`src/rtl/core/bpwm_pkg.sv`:
```
`timescale 1ns / 1ps
`default_nettype none
// -----------------------------------------------------------------------------
// bpwm_pkg: shared types and constants for the busy pin wait monitor
// Beat payload structs, status and mode codes, register indexes and
// register reset values.
// -----------------------------------------------------------------------------
package bpwm_pkg;

   // Opcodes
   localparam logic OP_TICK  = 1'b0;
   localparam logic OP_START = 1'b1;

   // Wait modes (the unused code behaves as two-phase)
   localparam logic [1:0] MODE_HIGH      = 2'd0;
   localparam logic [1:0] MODE_LOW       = 2'd1;
   localparam logic [1:0] MODE_TWO_PHASE = 2'd2;

   // Status / phase codes
   localparam logic [2:0] PH_IDLE    = 3'd0;
   localparam logic [2:0] PH_ASSERT  = 3'd1;
   localparam logic [2:0] PH_RELEASE = 3'd2;
   localparam logic [2:0] PH_DONE    = 3'd3;
   localparam logic [2:0] PH_TIMEOUT = 3'd4;
   localparam logic [2:0] PH_NEVER   = 3'd5;

   // Register indexes
   localparam int unsigned CSR_IDX_W = 3;
   localparam logic [CSR_IDX_W-1:0] CSR_HOOK_THRESHOLD = 3'd0;
   localparam logic [CSR_IDX_W-1:0] CSR_TIMEOUT        = 3'd1;
   localparam logic [CSR_IDX_W-1:0] CSR_START_WINDOW   = 3'd2;
   localparam logic [CSR_IDX_W-1:0] CSR_EDGE_WINDOW    = 3'd3;
   localparam logic [CSR_IDX_W-1:0] CSR_BEGIN_HOOK_EN  = 3'd4;
   localparam logic [CSR_IDX_W-1:0] CSR_END_HOOK_EN    = 3'd5;

   localparam int unsigned MS_W = 16;

   // Register reset values
   localparam logic [MS_W-1:0] RST_HOOK_THRESHOLD = 16'd1000;
   localparam logic [MS_W-1:0] RST_TIMEOUT        = 16'd30000;
   localparam logic [MS_W-1:0] RST_START_WINDOW   = 16'd100;
   localparam logic [MS_W-1:0] RST_EDGE_WINDOW    = 16'd1000;

   typedef struct packed {
      logic       opcode;
      logic       busy_level;
      logic [1:0] wait_mode;
   } req_type;

   typedef struct packed {
      logic [2:0]      status;
      logic            hook_begin;
      logic            hook_end;
      logic [MS_W-1:0] elapsed_ms;
   } rsp_type;

   typedef struct packed {
      logic [MS_W-1:0] hook_threshold_ms;
      logic [MS_W-1:0] timeout_ms;
      logic [MS_W-1:0] start_window_ms;
      logic [MS_W-1:0] edge_window_ms;
      logic            begin_hook_enabled;
      logic            end_hook_enabled;
   } cfg_type;

   typedef struct packed {
      logic [2:0] phase;
      logic [1:0] active_mode;
      logic       long_wait;
      logic       hook_fired;
   } ctl_type;

endpackage
`default_nettype wire

```
`src/rtl/core/busy_pin_wait_monitor.sv`:
```
`timescale 1ns / 1ps
`default_nettype none
// -----------------------------------------------------------------------------
// busy_pin_wait_monitor: busy line wait with timeout and long-wait hooks
// Tracks a display controller busy line one millisecond tick per beat.
// -----------------------------------------------------------------------------
// Usage: send a start beat (opcode 1) with the wait mode and the current pin
// level, then one tick beat (opcode 0) per millisecond with the sampled level.
// Every request beat yields exactly one response beat carrying the wait
// status, the begin/end hook pulses and the saturating elapsed count. The
// block takes one request beat per clock and the response appears on the
// next clock: the wait state update is a single compare-and-increment stage
// that feeds the response register, and the response register is the only
// thing that can stall intake (a beat is taken whenever that register is
// empty or being drained the same cycle). Registers are written through the
// csr_ port (always ready) and should only be changed while no wait beat is
// in flight.
// -----------------------------------------------------------------------------
module busy_pin_wait_monitor
   import bpwm_pkg::*;
#(
   parameter int unsigned COUNT_WIDTH = 16
) (
   input  wire                        clock,
   input  wire                        reset,
   // request channel
   input  wire                        req_valid,
   output logic                       req_ready,
   input  wire  req_type              req_payload,
   // response channel
   output logic                       rsp_valid,
   input  wire                        rsp_ready,
   output rsp_type                    rsp_payload,
   // register write channel
   input  wire                        csr_valid,
   output logic                       csr_ready,
   input  wire  logic [CSR_IDX_W-1:0] csr_index,
   input  wire  logic [MS_W-1:0]      csr_data
);

   cfg_type                cfg_ff;
   ctl_type                ctl_ff;
   ctl_type                ctl_in;
   logic [COUNT_WIDTH-1:0] count_ff;
   logic [COUNT_WIDTH-1:0] count_in;
   rsp_type                rsp_ff;
   rsp_type                rsp_in;
   logic                   rsp_valid_ff;
   logic                   req_take;

   // Take a beat whenever the response register is free or drains now
   assign req_ready = !rsp_valid_ff || rsp_ready;
   assign req_take  = req_valid && req_ready;
   assign csr_ready = 1'b1;

   bpwm_step #(
      .COUNT_WIDTH(COUNT_WIDTH)
   ) u_step (
      .cfg       (cfg_ff),
      .ctl       (ctl_ff),
      .count     (count_ff),
      .req       (req_payload),
      .ctl_next  (ctl_in),
      .count_next(count_in),
      .rsp       (rsp_in)
   );

   // Register file: write on a csr beat, drop writes to unknown indexes
   always_ff @(posedge clock) begin
      if (reset) begin
         cfg_ff.hook_threshold_ms  <= RST_HOOK_THRESHOLD;
         cfg_ff.timeout_ms         <= RST_TIMEOUT;
         cfg_ff.start_window_ms    <= RST_START_WINDOW;
         cfg_ff.edge_window_ms     <= RST_EDGE_WINDOW;
         cfg_ff.begin_hook_enabled <= 1'b0;
         cfg_ff.end_hook_enabled   <= 1'b0;
      end else if (csr_valid && csr_ready) begin
         unique case (csr_index)
            CSR_HOOK_THRESHOLD: cfg_ff.hook_threshold_ms  <= csr_data;
            CSR_TIMEOUT:        cfg_ff.timeout_ms         <= csr_data;
            CSR_START_WINDOW:   cfg_ff.start_window_ms    <= csr_data;
            CSR_EDGE_WINDOW:    cfg_ff.edge_window_ms     <= csr_data;
            CSR_BEGIN_HOOK_EN:  cfg_ff.begin_hook_enabled <= csr_data[0];
            CSR_END_HOOK_EN:    cfg_ff.end_hook_enabled   <= csr_data[0];
            default: ;
         endcase
      end
   end

   // Wait state: advance on every accepted beat
   always_ff @(posedge clock) begin
      if (reset) begin
         ctl_ff   <= '{phase: PH_IDLE, active_mode: MODE_HIGH,
                       long_wait: 1'b0, hook_fired: 1'b0};
         count_ff <= '0;
      end else if (req_take) begin
         ctl_ff   <= ctl_in;
         count_ff <= count_in;
      end
   end

   // Response register: load on intake, drop valid when drained
   always_ff @(posedge clock) begin
      if (reset) begin
         rsp_valid_ff <= 1'b0;
      end else if (req_take) begin
         rsp_valid_ff <= 1'b1;
      end else if (rsp_ready) begin
         rsp_valid_ff <= 1'b0;
      end
   end

   always_ff @(posedge clock) begin
      if (req_take) begin
         rsp_ff <= rsp_in;
      end
   end

   assign rsp_valid   = rsp_valid_ff;
   assign rsp_payload = rsp_ff;

endmodule
`default_nettype wire

```
`src/rtl/core/bpwm_step.sv`:
```
`timescale 1ns / 1ps
`default_nettype none
// -----------------------------------------------------------------------------
// bpwm_step: next-state and result logic for one beat
// Applies a tick or start beat to the wait state and forms the result.
// -----------------------------------------------------------------------------
module bpwm_step
   import bpwm_pkg::*;
#(
   parameter int unsigned COUNT_WIDTH = 16
) (
   input  wire  cfg_type                cfg,
   input  wire  ctl_type                ctl,
   input  wire  logic [COUNT_WIDTH-1:0] count,
   input  wire  req_type                req,
   output ctl_type                      ctl_next,
   output logic [COUNT_WIDTH-1:0]       count_next,
   output rsp_type                      rsp
);

   localparam int unsigned CMP_W = (COUNT_WIDTH > MS_W) ? COUNT_WIDTH : MS_W;
   localparam logic [COUNT_WIDTH-1:0] COUNT_MAX = {COUNT_WIDTH{1'b1}};

   logic [COUNT_WIDTH-1:0] count_inc;
   logic [CMP_W-1:0]       cnt_x;
   logic [CMP_W-1:0]       out_x;
   logic                   fired;
   logic                   active_lvl;

   assign count_inc = (count != COUNT_MAX) ? count + 1'b1 : count;
   assign cnt_x     = CMP_W'(count_inc);

   always_comb begin
      ctl_next       = ctl;
      count_next     = count;
      rsp.hook_begin = 1'b0;
      rsp.hook_end   = 1'b0;
      fired          = ctl.hook_fired;
      active_lvl     = (ctl.active_mode == MODE_HIGH);
      if (req.opcode == OP_START) begin
         ctl_next.active_mode = req.wait_mode;
         ctl_next.long_wait   = 1'b0;
         ctl_next.hook_fired  = 1'b0;
         count_next           = '0;
         case (req.wait_mode)
            MODE_HIGH: begin
               ctl_next.phase = req.busy_level ? PH_RELEASE : PH_NEVER;
            end
            MODE_LOW: begin
               if (!req.busy_level)
                  ctl_next.phase = PH_RELEASE;
               else
                  ctl_next.phase = (cfg.start_window_ms == '0) ? PH_NEVER : PH_ASSERT;
            end
            default: begin
               ctl_next.phase = req.busy_level ? PH_ASSERT : PH_RELEASE;
            end
         endcase
      end else if (ctl.phase == PH_ASSERT) begin
         count_next = count_inc;
         if (ctl.active_mode == MODE_LOW) begin
            if (cnt_x < CMP_W'(cfg.start_window_ms)) begin
               if (!req.busy_level) ctl_next.phase = PH_RELEASE;
            end else begin
               ctl_next.phase = PH_NEVER;
               rsp.hook_end   = fired & cfg.end_hook_enabled;
            end
         end else begin
            if (!req.busy_level) begin
               ctl_next.phase = PH_RELEASE;
            end else if (cnt_x > CMP_W'(cfg.edge_window_ms)) begin
               ctl_next.phase = PH_NEVER;
               rsp.hook_end   = fired & cfg.end_hook_enabled;
            end
         end
      end else if (ctl.phase == PH_RELEASE) begin
         count_next = count_inc;
         if (req.busy_level != active_lvl) begin
            ctl_next.phase = PH_DONE;
            rsp.hook_end   = fired & cfg.end_hook_enabled;
         end else begin
            if (!ctl.long_wait && cnt_x > CMP_W'(cfg.hook_threshold_ms)) begin
               ctl_next.long_wait = 1'b1;
               if (cfg.begin_hook_enabled) begin
                  fired          = 1'b1;
                  rsp.hook_begin = 1'b1;
               end
            end
            ctl_next.hook_fired = fired;
            if (cnt_x > CMP_W'(cfg.timeout_ms)) begin
               ctl_next.phase = PH_TIMEOUT;
               rsp.hook_end   = fired & cfg.end_hook_enabled;
            end
         end
      end
      // Saturate the reported count at the width of the output field
      out_x          = CMP_W'(count_next);
      rsp.status     = ctl_next.phase;
      rsp.elapsed_ms = (out_x > CMP_W'({MS_W{1'b1}})) ? {MS_W{1'b1}} : out_x[MS_W-1:0];
   end

endmodule
`default_nettype wire
```
`config.mk`:
```
export PLATFORM = sky130hd
export DESIGN_NAME = busy_pin_wait_monitor
export DESIGN_NICKNAME = d
export VERILOG_FILES = /design/src/rtl/core/bpwm_pkg.sv /design/src/rtl/core/busy_pin_wait_monitor.sv /design/src/rtl/core/bpwm_step.sv
export SDC_FILE = /design/constraint.sdc
export NUM_CORES = 1
export LEC_CHECK = 0
export BUFFER_PORTS_ARGS = -buffer_cell sky130_fd_sc_hd__buf_4
export CAP_MARGIN = 20
export CORE_MARGIN = 8
export CORE_UTILIZATION = 45
export DETAILED_ROUTE_END_ITERATION = 10
export MAX_ROUTING_LAYER = met4
export PLACE_DENSITY_LB_ADDON = 0.2
export SLEW_MARGIN = 10
export SYNTH_ARGS = -nofsm -noshare
export SYNTH_HDL_FRONTEND = slang
export SYNTH_HIERARCHICAL = 1
export SYNTH_SLANG_ARGS = --single-unit
```
`constraint.sdc`:
```
create_clock -name clock -period 8.5 [get_ports clock]
set_input_delay 1.7 -clock clock [delete_from_list [all_inputs] [get_ports clock]]
set_output_delay 1.7 -clock clock [all_outputs]
set_load 0.005 [all_outputs]
```
# == Word level (Yosys, flattened, before mapping) ==
# Cells that the tools add are included.
# totals
reg_bits,111
latch_bits,0
ram_bits,0
mem_bits_ro,0
output_inout_bits,24
elab_cells,102
mem_count,0
# op_classes
addsub,1
multipliers,0
n_div,0
n_lt_le_gt_ge,5
eq_ne,13
n_shift,0
n_mux,41
bitwise,4
n_reduce_logical,22
# op_table
operator,count
$mux W16,4
$gt A16 B16 Y1,3
$mux W3,13
$mux W1,18
$add A16 B1 Y16 const B,1
$gt A16 B16 Y1 const B,1
$logic_not A16 Y1,1
$lt A16 B16 Y1,1
$ne A16 B16 Y1 const B,1
$reduce_and A2 Y1,7
$mux W2,5
$eq A3 B2 Y1 const B,3
$eq A3 B1 Y1 const B,2
$eq A3 B3 Y1 const B,2
$pmux W3 S2,1
$reduce_bool A2 Y1,3
$reduce_and A5 Y1,1
$reduce_or A5 Y1,1
$eq A2 B1 Y1 const B,2
$logic_not A2 Y1,2
$ne A2 B2 Y1 const B,2
$reduce_and A4 Y1,1
$logic_not A3 Y1,1
$and A1 B1 Y1,2
other kinds (5),8

# == Longest topological paths before layout ==
# logic_depth
depth_word,14
mapped_depth,18

# == By module ==
# The synthesis kept the hierarchy.
# modules_own_cells
module,n_inst,cells_each,area_per_inst_um2
busy_pin_wait_monitor,1,417,4045.1
bpwm_step,1,402,2747.6

# == Worst setup path after synthesis ==
# Ideal clock, no wire load.
# synth_path
kind,register to register
start,reg count_ff[0]
end,reg rsp_ff (netlist bit rsp_payload[18]) (data pin)
setup_time_ps,251
arrival_time_ps,3619
required_ps,8249
setup_slack_ps,4630
path_stages_with_launch,17
cell_sequence,dfxtp_1 ha_1 nand3_1 nor2_1 nand4b_1 nor2_1 nand3_1 xnor2_1 ha_1 a21oi_1 nand2_1 a211o_1 or4_1 o211ai_2 a21boi_1 o31a_1 buf_4
# synth_lines
element,line_no,text
from (decl),busy_pin_wait_monitor.sv:44,logic [COUNT_WIDTH-1:0] count_ff;
from (signal assigned),busy_pin_wait_monitor.sv:98,count_ff <= count_in;
to (signal assigned),busy_pin_wait_monitor.sv:115,rsp_ff <= rsp_in;
to (decl),busy_pin_wait_monitor.sv:46,rsp_type rsp_ff;

==> summary by stage <==
Power and ir drop
The portion of total power attributed to sequential cells is 0.533. The internal power of the cells totals 0.784 mW. Power spread over the standard cell area amounts to roughly 140 nW/um2. Of the total power, the clock network draws 0.374. The worst-case IR drop observed on VDD is roughly 0.095 mV. The share of total power dissipated in combinational logic is 0.093. The standby leakage power is about 3.0 nW.

For this design the total switching power over the nets is between 0.2 and 0.3 mW. Of the total power, the share spent switching nets is 0.250.

Setup path
Data on the critical path is required at its endpoint by roughly 8.7 ns. The number of buffers and inverters on the critical path is 0. The critical path capture point type is a flop. Of all nets on the critical path, the largest fanout is 7. The worst setup path category is flop to flop.

The family of cells with the greatest summed delay on the critical path is simple AND/OR/NAND/NOR gates. Among all stages on the critical path, the largest delay is contributed by or4_1. The most numerous cell type found on the critical path is nand3_1. The sort of element at the start of the critical path is a flop. The delay of the slowest cell on the worst path is around 0.52 ns. Walking the worst path, the cells encountered are ha_1, nand3_1, nor2_1, nand4b_1, nor2_1, nand3_1, xnor2_1, ha_1, a21oi_1, nand2_1, a211o_1, or4_1, o211ai_2, a21boi_1, o31a_1, nand3_1, a21oi_1. At the worst endpoint, the arrival time is roughly 4.7 ns.

Synth
The flip-flop and latch count after synthesis is roughly 110. The part of the Yosys area used for sequential elements is 0.358. Yosys printed 6 warnings. In this run, distinct cell masters in the synthesized netlist total slightly above 60. Among all flip-flop cells after synthesis, the most frequent one is dfxtp_1. Synthesis produced a netlist whose cell count is about 800. Sorting the synthesized cells by area gives the leading types as dfxtp_1 27%, ha_1 12%, edfxtp_1 9.3%. Synthesis produced a netlist with a net count of a little over 900. The proportion of synthesized flip-flops having asynchronous set or reset is 0. The dominant cell type by area after synthesis is dfxtp_1. Summing every instance area after synthesis gives a little under 7000 um2.

The share of synthesized area in the top cell type comes to 0.265. Dividing the synthesized area by the synthesized cell count gives a little over 8 um2. Yosys mapped a number of flops with a built-in enable equal to 21.

Clock network
Buffers added to address setup during post-CTS repair amount to 0. The clock sink count is 111. The CTS tree is yes.

The maximum clock path buffer count is 2. The clock reaches the later pin of the worst-skew pair after about 0.36 ns. Counting the buffers created by CTS gives 9. In this run, post-CTS repair resized a total of 0 instances. Hold repair after CTS inserted 0 buffers. The clock transition at the registers of the reported paths is ~0.070 ns. The H-tree generated during clock tree synthesis spans 3 levels.

The tree is rooted in a clkbuf_16.

Routing
In the routed layout, each cell is associated on average with a via count of approximately 5.6. The number of DRC markers in iteration 0 is approximately 410. The first-pass iteration count of the detailed router is 4. After detailed routing, the number of remaining DRC violations is 0. The routed wire length is around 18 mm. Across all layers, the routed design uses ~5700 vias.

In the final routed layout, each cell accounts on average for between 15 and 20 um. The detail route stage leaves a number of antenna-violating nets equal to 0.

STA
On the final layout, the worst clock skew is 0.00859 ns. The actual transition at the worst max-transition pin is between 1 and 1.5 ns. After routing, the total negative slack on setup checks comes to 0 ns. Setup repair after global routing left no endpoint under its margin.

The worst slew margin relative to its limit is 0.294. The count of pins over their slew limit is 0. The routed design could run at a clock period as short as 4.49 ns.

Based on the critical path, the design can be clocked at up to 223 MHz. The final setup violation count is 0. The count of final hold-check violations came to 0.

The final worst-path cycle share is 0.528. The post-route worst setup slack is around 4 ns.

Global route
The initial antenna violation count was 0. For this run the aggregate overflow at the end of global routing stands at 0. The overall fraction of global-route tracks in use is 0.190.

The number of global-route vias before repair is roughly 5300. Entering global routing, the biggest net connects approximately 100 pins. The wire length of the first global-routing pass is between 20 and 30 mm.

Cells and area
The antenna diode count is 0. Of the cells placed in the final design, the portion with a size suffix greater than 1 is 0.126. The signed area change from the synthesized netlist to the final layout is 7.81%. The final layout contains roughly 900 nets.

Floorplanning
The total area inside the core boundary comes to ~15000 um2. The initial utilization of the core area, before any placement, comes to 0.454. The site row count is between 40 and 50. The die covers approximately 19000 um2.

In this run the horizontal extent of the chip is 139 um. 52 I/O pins were placed. The die is approximately 140 um tall.

Flow run
The number of max-cap violations is 0.

Placement
The HPWL after detailed placement is 13.5 mm. The final weighted congestion of routability-driven global placement is 0.945. The pre-CTS setup slack is 4.06 ns.

The count of buffers added on input and output ports is 50.

Run status
The flow ran to the end, and the final reports show no timing, DRC or antenna violations.

Min path
In this run the worst hold path is classified as flop to flop.
-- metal layers --
metal / up-vias / GRT usage / part of all wire
met2: 161 / 0.287 / 0.45
met3: 23 / 0.0286 / 0.050
met5: - / - / 0
met4: 0 / 0.0734 / 0.020
li1: 2811 / - / -
met1: 2661 / 0.250 / 0.48
-- through the flow --
step / hold WS, ns / cell area [um2] / util / instances / total power [mW]
finish: 0.457 / 7320 / 0.489 / 1014 / 1.04
detailed placement: 0.449 / 7060 / 0.472 / 998 / 0.666
global route: 0.470 / 7320 / 0.489 / 1014 / 1.08
CTS: 0.459 / 7320 / 0.489 / 1014 / 1.05
floorplan: 0.436 / 6790 / - / 819 / 0.628
global placement: 0.446 / 7060 / 0.472 / 998 / 0.663
-- worst register-to-register path: cells and delay by family, from the launching register on --
kind / cells / cell delay, ns
simple gates: 8 / 1.71
compound gates: 6 / 1.02
fa+ha+maj: 2 / 0.64
xor+xnor: 1 / 0.48
flops: 1 / 0.48
-- sequential cells by signal, indices dropped and copies added, names as in the netlist --
register     cells
rsp_valid        1
ctl_ff           7
cfg_ff          66
count_ff        16
rsp_payload     21
-- cell families after synthesis --
family,synth area share
AO/OA/AOI/OAI,0.164
XOR/XNOR,0.0400
adder cells (fa/ha/maj),0.118
buffers and inverters,0.0903
flip-flops,0.358
multiplexers,0.00939
other,0.000552
AND/OR/NAND/NOR,0.220
-- placed cells by master, fill, tap and decap left out, types with 2 or more instances in the layout --
cell / Yosys / final
a211oi_1: 5 / 5
a21bo_2: 23 / 23
a21o_1: 5 / 5
a21oi_1: 103 / 103
and2_1: 3 / 3
and3_1: 3 / 3
and4bb_2: 3 / 3
buf_4: 23 / 53
clkbuf_1: 17 / 3
clkbuf_16: 0 / 9
clkinv_2: 0 / 2
dfxtp_1: 90 / 90
edfxtp_1: 21 / 21
ha_1: 64 / 64
inv_1: 67 / 67
mux2_2: 3 / 3
mux2i_1: 3 / 3
nand2_1: 114 / 114
nand2b_1: 7 / 7
nand3_1: 41 / 41
nand4_1: 15 / 15
nand4b_1: 5 / 5
nand4bb_1: 2 / 2
nor2_1: 52 / 52
nor2b_1: 7 / 7
nor3_1: 32 / 32
nor3_2: 2 / 2
nor4_1: 5 / 5
o2111ai_1: 2 / 2
o211ai_1: 3 / 3
o21a_1: 4 / 4
o21ai_0: 14 / 14
o221ai_1: 2 / 2
or3_1: 2 / 2
xnor2_1: 15 / 15
xor2_1: 16 / 16
-- final cells by class --
type                    count  area [um2]
multi-input cells         579        3750
repair buffers             53         398
clock buffers              12         236
inverters                  67         251
clock inverters             4        22.5
flip-flops and latches    111        2430
well taps                 188         235
fillers                  1484        7650
-- power groups by stage --
stage	sequential, mW	combinational, mW	clock (mW)
floorplan	0.568	0.0601	0
global placement	0.569	0.0944	0
detailed placement	0.570	0.0961	0
CTS	0.557	0.0967	0.398
global route	0.559	0.106	0.417
finish	0.557	0.0967	0.391
-- Yosys cell counts, drive strengths merged (14+ instances only) --
library cell / count
dfxtp: 90
xnor2: 15
nor2: 52
a21bo: 23
inv: 67
a21oi: 104
nor3: 34
nand2: 115
nand4: 15
edfxtp: 21
clkbuf: 17
ha: 64
nand3: 42
buf: 45
xor2: 16
o21ai: 14
-- worst paths after layout --
| kind | start | endpoint | slack, ns | cells past startpoint |
|---|---|---|---|---|
| hold reg to reg | cfg_ff[61]$_SDFFE_PP0P_ | cfg_ff[61]$_SDFFE_PP0P_ | 0.46 | 2 |
| setup reg to reg | count_ff[0]$_SDFFE_PP0P_ | ctl_ff[4]$_SDFFE_PP0P_ | 4.01 | 17 |
| setup / recovery | count_ff[0]$_SDFFE_PP0P_ | ctl_ff[4]$_SDFFE_PP0P_ | 4.01 | 17 |
| hold / removal | cfg_ff[61]$_SDFFE_PP0P_ | cfg_ff[61]$_SDFFE_PP0P_ | 0.46 | 2 |
Note: power is estimated with default switching activity, not from simulation.
